`config.mk`:
```
export PLATFORM = sky130hd
export DESIGN_NAME = sorted_key_list
export DESIGN_NICKNAME = d
export VERILOG_FILES = /design/src/hdl/skl_pkg.sv /design/src/hdl/skl_cmp.sv /design/src/hdl/skl_mem.sv /design/src/hdl/sorted_key_list.sv
export SDC_FILE = /design/constraint.sdc
export NUM_CORES = 2
export LEC_CHECK = 0
export BUFFER_PORTS_ARGS = -buffer_cell sky130_fd_sc_hd__buf_2
export CAP_MARGIN = 20
export CORE_MARGIN = 10
export CORE_UTILIZATION = 65
export CTS_CLUSTER_SIZE = 14
export DETAILED_ROUTE_END_ITERATION = 10
export PLACE_DENSITY = 0.82
export SYNTH_ARGS = -nofsm -noshare
export SYNTH_HDL_FRONTEND = slang
export SYNTH_SLANG_ARGS = --single-unit
```
`constraint.sdc`:
```
create_clock -name clk -period 6.35 [get_ports clk]
set_input_delay 1.27 -clock clk [delete_from_list [all_inputs] [get_ports clk]]
set_output_delay 1.27 -clock clk [all_outputs]
set_load 0.01 [all_outputs]
```
`src/hdl/skl_pkg.sv`:
```
`timescale 1ns / 1ps
`default_nettype none
// ----------------------------------------------------------------------------
// skl_pkg: shared types and constants for the sorted key list
// Key width, default depth, request opcodes, result codes, sequencer states
// and the compare unit's result bundle.
// ----------------------------------------------------------------------------
package skl_pkg;

  localparam int DEPTH_DEF = 64;
  localparam int KEY_W     = 32;
  localparam int OP_W      = 2;
  localparam int POS_W     = 6;
  localparam int CNT_OUT_W = 7;

  localparam logic [OP_W-1:0] OP_INSERT = 2'd0;
  localparam logic [OP_W-1:0] OP_DELETE = 2'd1;
  localparam logic [OP_W-1:0] OP_READ   = 2'd2;
  localparam logic [OP_W-1:0] OP_NOP    = 2'd3;

  typedef enum logic [1:0] {
    STAT_OK        = 2'd0,
    STAT_FULL      = 2'd1,
    STAT_NOT_FOUND = 2'd2,
    STAT_RANGE     = 2'd3
  } status_t;

  typedef enum logic [3:0] {
    ST_IDLE,
    ST_INS_RD,
    ST_INS_CHK,
    ST_DEL_RD,
    ST_DEL_CHK,
    ST_SHF_RD,
    ST_SHF_WR,
    ST_RD_WAIT,
    ST_RESP
  } state_t;

  typedef struct packed {
    logic less;
    logic equal;
  } cmp_res_t;

endpackage
`default_nettype wire

```
`src/hdl/skl_cmp.sv`:
```
`timescale 1ns / 1ps
`default_nettype none
// ----------------------------------------------------------------------------
// skl_cmp: shared key compare unit
// Signed less-than and equality of a stored key against the request key.
// ----------------------------------------------------------------------------
module skl_cmp (
  input  wire logic signed [skl_pkg::KEY_W-1:0] stored_key,
  input  wire logic signed [skl_pkg::KEY_W-1:0] req_key,
  output skl_pkg::cmp_res_t                     res
);
  import skl_pkg::*;

  always_comb begin
    res.less  = (stored_key < req_key);
    res.equal = (stored_key == req_key);
  end

endmodule
`default_nettype wire

```
`src/hdl/skl_mem.sv`:
```
`timescale 1ns / 1ps
`default_nettype none
// ----------------------------------------------------------------------------
// skl_mem: key storage
// One write port and one read port; read data is registered.
// ----------------------------------------------------------------------------
module skl_mem #(
  parameter int DEPTH = skl_pkg::DEPTH_DEF,
  parameter int AW    = $clog2(DEPTH)
) (
  input  wire logic                            clk,
  input  wire logic                            we,
  input  wire logic [AW-1:0]                   waddr,
  input  wire logic signed [skl_pkg::KEY_W-1:0] wdata,
  input  wire logic [AW-1:0]                   raddr,
  output logic signed [skl_pkg::KEY_W-1:0]      rdata
);
  import skl_pkg::*;

  logic signed [KEY_W-1:0] mem [DEPTH];

  always_ff @(posedge clk) begin
    if (we) begin
      mem[waddr] <= wdata;
    end
  end

  always_ff @(posedge clk) begin
    rdata <= mem[raddr];
  end

endmodule
`default_nettype wire

```
`src/hdl/sorted_key_list.sv`:
```
`timescale 1ns / 1ps
`default_nettype none
// Sequencing from the accepted request to ST_RESP: a read passes through ST_RD_WAIT; a full
//   insert, an out-of-range read and a no-op go straight there; an insert walks ST_INS_RD
//   and ST_INS_CHK down from the top past every key at or above the new key; a delete
//   searches with ST_DEL_RD and ST_DEL_CHK, then on a hit shifts with ST_SHF_RD/ST_SHF_WR.
// Requests: one at a time; the next is taken the cycle after the result is queued, and the
//   result waits in ST_RESP while the output slot is stalled.
// Reset: synchronous active-low rst_n empties the list and drops any pending result.
// sorted_key_list: ordered store of signed keys
// Insert, delete and indexed read on an ascending list, run by a small
// sequencer around one key memory and one shared compare unit.
// ----------------------------------------------------------------------------
module sorted_key_list #(
  parameter int DEPTH = skl_pkg::DEPTH_DEF
) (
  input  wire logic                                clk,
  input  wire logic                                rst_n,
  input  wire logic                                in_valid,
  output logic                                     in_stall,
  input  wire logic [skl_pkg::OP_W-1:0]            in_opcode,
  input  wire logic signed [skl_pkg::KEY_W-1:0]    in_key,
  input  wire logic [skl_pkg::POS_W-1:0]           in_position,
  output logic                                     out_valid,
  input  wire logic                                out_stall,
  output logic [1:0]                               out_status,
  output logic signed [skl_pkg::KEY_W-1:0]         out_key_out,
  output logic [skl_pkg::CNT_OUT_W-1:0]            out_count
);
  import skl_pkg::*;

  localparam int AW = (DEPTH > 1) ? $clog2(DEPTH) : 1;
  localparam int CW = $clog2(DEPTH + 1);

  // Sequencer state and working registers
  state_t                  state_r, state_nxt;
  logic [CW-1:0]           cnt_r, cnt_nxt;
  logic [CW-1:0]           idx_r, idx_nxt;
  logic signed [KEY_W-1:0] key_r, key_nxt;
  status_t                 res_status_r, res_status_nxt;
  logic signed [KEY_W-1:0] res_key_r, res_key_nxt;

  // Output register
  logic                    out_valid_r, out_valid_nxt;
  status_t                 out_status_r, out_status_nxt;
  logic signed [KEY_W-1:0] out_key_r, out_key_nxt;
  logic [CNT_OUT_W-1:0]    out_count_r, out_count_nxt;

  // Memory and compare unit hookup
  logic                    mem_we;
  logic [AW-1:0]           mem_waddr;
  logic signed [KEY_W-1:0] mem_wdata;
  logic [AW-1:0]           mem_raddr;
  logic signed [KEY_W-1:0] mem_rdata;
  cmp_res_t                cmp;

  logic                    in_acc;
  logic                    out_free;
  logic                    list_full;
  logic                    pos_ok;
  logic [CW-1:0]           idx_dec;
  logic [CW-1:0]           idx_inc;

  skl_mem #(
    .DEPTH (DEPTH),
    .AW    (AW)
  ) u_mem (
    .clk   (clk),
    .we    (mem_we),
    .waddr (mem_waddr),
    .wdata (mem_wdata),
    .raddr (mem_raddr),
    .rdata (mem_rdata)
  );

  // One compare unit serves both the insert walk and the delete search.
  skl_cmp u_cmp (
    .stored_key (mem_rdata),
    .req_key    (key_r),
    .res        (cmp)
  );

  assign in_stall  = (state_r != ST_IDLE);
  assign in_acc    = in_valid && !in_stall;
  // The output slot can take a result when empty or being drained this cycle.
  assign out_free  = !out_valid_r || !out_stall;
  assign list_full = (cnt_r == CW'(DEPTH));
  assign pos_ok    = (32'(in_position) < 32'(cnt_r));
  assign idx_dec   = idx_r - CW'(1);
  assign idx_inc   = idx_r + CW'(1);

  // Next-state logic
  always_comb begin
    state_nxt = state_r;
    unique case (state_r)
      ST_IDLE: begin
        if (in_acc) begin
          unique case (in_opcode)
            OP_INSERT: state_nxt = list_full ? ST_RESP : ST_INS_RD;
            OP_DELETE: state_nxt = ST_DEL_RD;
            OP_READ:   state_nxt = pos_ok ? ST_RD_WAIT : ST_RESP;
            OP_NOP:    state_nxt = ST_RESP;
          endcase
        end
      end
      ST_INS_RD:  state_nxt = (idx_r == '0) ? ST_RESP : ST_INS_CHK;
      ST_INS_CHK: state_nxt = cmp.less ? ST_RESP : ST_INS_RD;
      ST_DEL_RD:  state_nxt = (idx_r == cnt_r) ? ST_RESP : ST_DEL_CHK;
      ST_DEL_CHK: state_nxt = cmp.equal ? ST_SHF_RD : ST_DEL_RD;
      ST_SHF_RD:  state_nxt = (idx_inc == cnt_r) ? ST_RESP : ST_SHF_WR;
      ST_SHF_WR:  state_nxt = ST_SHF_RD;
      ST_RD_WAIT: state_nxt = ST_RESP;
      ST_RESP:    state_nxt = out_free ? ST_IDLE : ST_RESP;
      default:    state_nxt = ST_IDLE;
    endcase
  end

  // Datapath and memory control
  always_comb begin
    cnt_nxt        = cnt_r;
    idx_nxt        = idx_r;
    key_nxt        = key_r;
    res_status_nxt = res_status_r;
    res_key_nxt    = res_key_r;
    mem_we         = 1'b0;
    mem_waddr      = idx_r[AW-1:0];
    mem_wdata      = key_r;
    mem_raddr      = idx_r[AW-1:0];

    unique case (state_r)
      ST_IDLE: begin
        // Issue the indexed read right away so data lands in ST_RD_WAIT.
        mem_raddr = AW'(in_position);
        if (in_acc) begin
          key_nxt        = in_key;
          res_status_nxt = STAT_OK;
          res_key_nxt    = '0;
          unique case (in_opcode)
            OP_INSERT: begin
              // Walk down from the top, shifting keys up until one is less.
              idx_nxt = cnt_r;
              if (list_full) begin
                res_status_nxt = STAT_FULL;
              end
            end
            OP_DELETE: begin
              idx_nxt = '0;
            end
            OP_READ: begin
              if (!pos_ok) begin
                res_status_nxt = STAT_RANGE;
              end
            end
            OP_NOP: begin
              res_status_nxt = STAT_OK;
            end
          endcase
        end
      end
      ST_INS_RD: begin
        mem_raddr = idx_dec[AW-1:0];
        if (idx_r == '0) begin
          // Reached the bottom: the new key is the smallest.
          mem_we    = 1'b1;
          mem_waddr = '0;
          cnt_nxt   = cnt_r + CW'(1);
        end
      end
      ST_INS_CHK: begin
        mem_we = 1'b1;
        if (cmp.less) begin
          // Slot found just above a smaller key: drop the new key in.
          mem_wdata = key_r;
          cnt_nxt   = cnt_r + CW'(1);
        end else begin
          // Move this key up one slot and keep walking down.
          mem_wdata = mem_rdata;
          idx_nxt   = idx_dec;
        end
      end
      ST_DEL_RD: begin
        if (idx_r == cnt_r) begin
          res_status_nxt = STAT_NOT_FOUND;
        end
      end
      ST_DEL_CHK: begin
        if (!cmp.equal) begin
          idx_nxt = idx_inc;
        end
      end
      ST_SHF_RD: begin
        mem_raddr = idx_inc[AW-1:0];
        if (idx_inc == cnt_r) begin
          cnt_nxt = cnt_r - CW'(1);
        end
      end
      ST_SHF_WR: begin
        // Pull the next key down over the removed one.
        mem_we    = 1'b1;
        mem_wdata = mem_rdata;
        idx_nxt   = idx_inc;
      end
      ST_RD_WAIT: begin
        res_key_nxt = mem_rdata;
      end
      ST_RESP: begin
      end
      default: begin
      end
    endcase
  end

  // Output register: load the finished result, clear when taken.
  always_comb begin
    out_valid_nxt  = out_valid_r;
    out_status_nxt = out_status_r;
    out_key_nxt    = out_key_r;
    out_count_nxt  = out_count_r;
    if (out_valid_r && !out_stall) begin
      out_valid_nxt = 1'b0;
    end
    if ((state_r == ST_RESP) && out_free) begin
      out_valid_nxt  = 1'b1;
      out_status_nxt = res_status_r;
      out_key_nxt    = res_key_r;
      out_count_nxt  = CNT_OUT_W'(cnt_r);
    end
  end

  always_ff @(posedge clk) begin
    if (!rst_n) begin
      state_r     <= ST_IDLE;
      cnt_r       <= '0;
      out_valid_r <= 1'b0;
    end else begin
      state_r     <= state_nxt;
      cnt_r       <= cnt_nxt;
      out_valid_r <= out_valid_nxt;
    end
  end

  always_ff @(posedge clk) begin
    idx_r        <= idx_nxt;
    key_r        <= key_nxt;
    res_status_r <= res_status_nxt;
    res_key_r    <= res_key_nxt;
    out_status_r <= out_status_nxt;
    out_key_r    <= out_key_nxt;
    out_count_r  <= out_count_nxt;
  end

  assign out_valid   = out_valid_r;
  assign out_status  = out_status_r;
  assign out_key_out = out_key_r;
  assign out_count   = out_count_r;

  // The list never holds more keys than the memory has entries.
  a_cnt_bound: assert property (@(posedge clk) disable iff (!rst_n)
    cnt_r <= CW'(DEPTH))
    else $error("key count exceeds depth");

  // The count moves only on the step that completes a request.
  a_cnt_at_resp: assert property (@(posedge clk) disable iff (!rst_n)
    ($past(rst_n) && !$stable(cnt_r)) |-> (state_r == ST_RESP))
    else $error("count changed outside request completion");

  // Memory writes happen only in the insert walk and the delete shift.
  a_we_states: assert property (@(posedge clk) disable iff (!rst_n)
    mem_we |-> (state_r == ST_INS_RD || state_r == ST_INS_CHK || state_r == ST_SHF_WR))
    else $error("memory written outside a shifting state");

endmodule
`default_nettype wire

```
==> run_results.csv <==
group,metric,value,unit
cts,holdBufCountCts,0,
yosys,synth_top_family_by_area,"simple AND/OR/NAND/NOR gates",
cts,ctsRootBufferMaster,"clkbuf_16",
final_layout,final_cell_area,0.09794,sq mm
cts,cts_sinks,2206,
placement,place_hpwl,140200,microns
final_layout,register_area,0.06580,sq mm
yosys,synth-async-reset-ratio,0,%
outcome,outcome,"completed",
power,ir_drop,0.3748,mV
yosys,ys_seq_area_share,74.69,%
yosys,syn_inst,6430,
route,first_iter_violations,11907,
yosys,synthesis.area,0.08810,sq mm
sta,finalCritPeriodShare,84.94,%
critical_path,critPathMaxStageDelay,1.17,ns
sta,skew,0.02765,ns
cts,cts_buffers,201,
global_routing,grt_max_degree,151,
yosys,postSynthAreaPerCell,13.70,sq um
yosys,synth.area.top_cells,"edfxtp_1, nand2_1, nand3_1, a311oi_1, a211oi_1",
cts,cts_tree,"yes",
placement,gp_congestion,0.9492,
sta,timing.final.crit_period,5.394,ns
final_layout,num-nets-final,6555,
cts,clk_latency,0.86,ns
sta,slew_viol_final,0,
cts,cts_resized,0,
cts,post-cts-setup-buffers,0,
die,dieArea,0.1507,sq mm
final_layout,drive_gt1_share,10.49,%
yosys,syn_nets,6519,
die,die_h,388.1,microns
route,ant_nets,0,
sta,worst_pin_slew,1.200,ns
cts,clk_pin_slew,0.06,ns
critical_path,worstPathRequired,6.90,ns
cts,clockBufferDepth,3,
power,pwr_density_cell,422.7,mW/mm^2
critical_path,worstPathBufferInverterCount,1,
die,num_rows,135,
yosys,synth_seq_cells,2206,
sta,grt_setup_unrepaired,"no",
route,firstDrtPassIters,9,
sta,relSlewSlack,19.79,%
final_layout,num-fill-cells,7653,
die,start_util,65.19,%
route,dr_total_vias,60142,
global_routing,first_global_vias,57734,
die,core,0.1351,sq mm
yosys,synth-compound-area-share,6.932,%
sta,setup_viol,0,
final_layout,multiInputGateArea,0.02057,sq mm
critical_path,critPathLaunchType,"register",
die,ios,87,
global_routing,globalRouteTotalUtil,33.17,%
placement,placed_area,0.09119,sq mm
route,routed_via_density,7.134,
placement,port_buffers,86,
sta,hold_violations,0,
sta,max_freq,0.1854,GHz
cts,h-tree-depth,4,
die,die_w,388.1,microns
power,total_power,41.40,mW
yosys,ys.flop_type,"edfxtp_1",
global_routing,grt-ovfl-total,0,
yosys,synth_top_area_share,73.70,%
route,drc,0,
yosys,muxShareOfSynthArea,0.4658,%
route,routed_wl,258900,microns
global_routing,antenna_found_initial,16,
critical_path,critPathCaptureType,"register",
yosys,synth_fa_ha_area_share,0.6476,%
min_path,hold_class,"reg -> reg",
yosys,synthSimpleGateAreaFrac,14.45,%
yosys,ys_warn_count,0,
critical_path,slowest_stage,"nor2_4",
power,p_leak,33.02,nW
yosys,yosysUniqueCellTypes,75,
yosys,synth_top_cell_by_area,"edfxtp_1",
critical_path,worstSetupPathType,"reg -> reg",
sta,tns,0,ns
flow_run,maxCapViolations,0,
critical_path,crit_family,"simple AND/OR/NAND/NOR gates",
route,wire_per_inst,30.71,microns
yosys,synth_edf_count,2162,
final_layout,area_growth,11.18,%
critical_path,path_cells,"nor2_1, nand2_1, or2_2, o22ai_1, nand3_1, nor2_4, buf_4",
global_routing,grt_pass1_wl,372000,microns
critical_path,path_max_fanout,22,
critical_path,cp.arrival,5.95,ns
yosys,synth_xor_xnor_area_share,0.1988,%
==> path summary, 6_finish.rpt <==
path / start / end / slack, ns / cells after the start
setup reg to reg: idx_r[4] / u_mem.mem[48][21] / 0.96 / 7
hold / removal: res_key_r[13] / out_key_out[13] / 0.42 / 0
setup / recovery: idx_r[4] / u_mem.mem[48][21] / 0.96 / 7
hold reg to reg: res_key_r[13] / out_key_out[13] / 0.42 / 0
==> cells in the final DEF, fill, tap and decap left out, drive strengths merged, types with 7 or more instances in the layout <==
cell type / instances
xnor2: 13
and4: 36
nor3: 7
dfxtp: 44
nand3: 788
nand4: 8
inv: 60
and2: 38
a211oi: 258
nand2: 1573
xor2: 7
edfxtp: 2162
o21ai: 24
a311oi: 384
a21o: 7
nor2: 94
clkbuf: 266
a31oi: 7
a21oi: 36
and3: 262
buf: 303
mux2: 32
ha: 44
clkinv: 89
diode: 15
nor2b: 9
==> area by class of cell <==
type	count	share of cell area (%)
Antenna cell	15	0.03832
Tap cell	1781	2.275
Clock inverter	105	0.7039
Sequential cell	2206	67.19
Multi-Input combinational cell	3702	21.01
Inverter	52	0.1993
Clock buffer	266	5.603
Timing Repair Buffer	303	2.987
==> registers in the layout, summed over array words and instances (netlist names) <==
register,count
u_mem.mem,2048
key_r,32
out_key_out,32
res_key_r,32
u_mem.rdata,32
cnt_r,7
idx_r,7
out_count,7
state_r,4
out_status,2
res_status_r,2
out_valid,1
==> worst register-to-register path: stages (launching register included) <==
cell	delay, ns
edfxtp_1	0.62
nor2_1	0.77
nand2_1	0.15
or2_2	0.35
o22ai_1	0.82
nand3_1	0.85
nor2_4	1.18
buf_4	0.38
==> cell families (layout without fill, tap and decap cells) <==
group | Yosys count | after routing
multiplexers | 37 | 37
other | 0 | 15
buffers and inverters | 522 | 726
AO/OA/AOI/OAI | 762 | 762
AND/OR/NAND/NOR | 2838 | 2838
flip-flops | 2206 | 2206
adder cells (fa/ha/maj) | 45 | 45
XOR/XNOR | 20 | 20
==> power breakdown <==
group	leakage (nW)	internal [mW]	total, mW	switching (mW)
Clock	3.03	6.30	11.5	5.21
Combinational	10.1	3.32	12.4	9.06
Sequential	19.9	17.1	17.5	0.372
Total	33.0	26.7	41.4	14.6
==> synth_stat cells, types with 44 or more instances <==
cell type,number
nand2_1,1572
buf_2,195
dfxtp_1,44
nand3_1,788
a211oi_1,257
a311oi_1,383
inv_1,51
nor2_1,92
clkbuf_1,240
edfxtp_1,2162
ha_1,44
and3_1,262
==> per-layer routing <==
layer | wire [microns] | part of all wire, % | global-route usage (%)
met1 | 82270 | 32 | 42.46
met2 | 114500 | 44 | 49.37
met3 | 45040 | 17 | 11.88
met4 | 16750 | 6.5 | 18.58
met5 | 382 | 0.15 | 0.5100
==> stage by stage <==
stage | setup WS (ns) | cells | util, % | hold slack, ns
global route | 1.048 | 8415 | 72.45 | 0.4213
finish | 0.9563 | 8430 | 72.48 | 0.4171
global placement | 1.608 | 8016 | 67.46 | 0.4016
floorplan | 2.558 | 6430 | - | 0.4003
CTS | 1.481 | 8389 | 72.06 | 0.4161
detailed placement | 1.511 | 8018 | 67.48 | 0.4045
(Power assumes the default switching activity.)
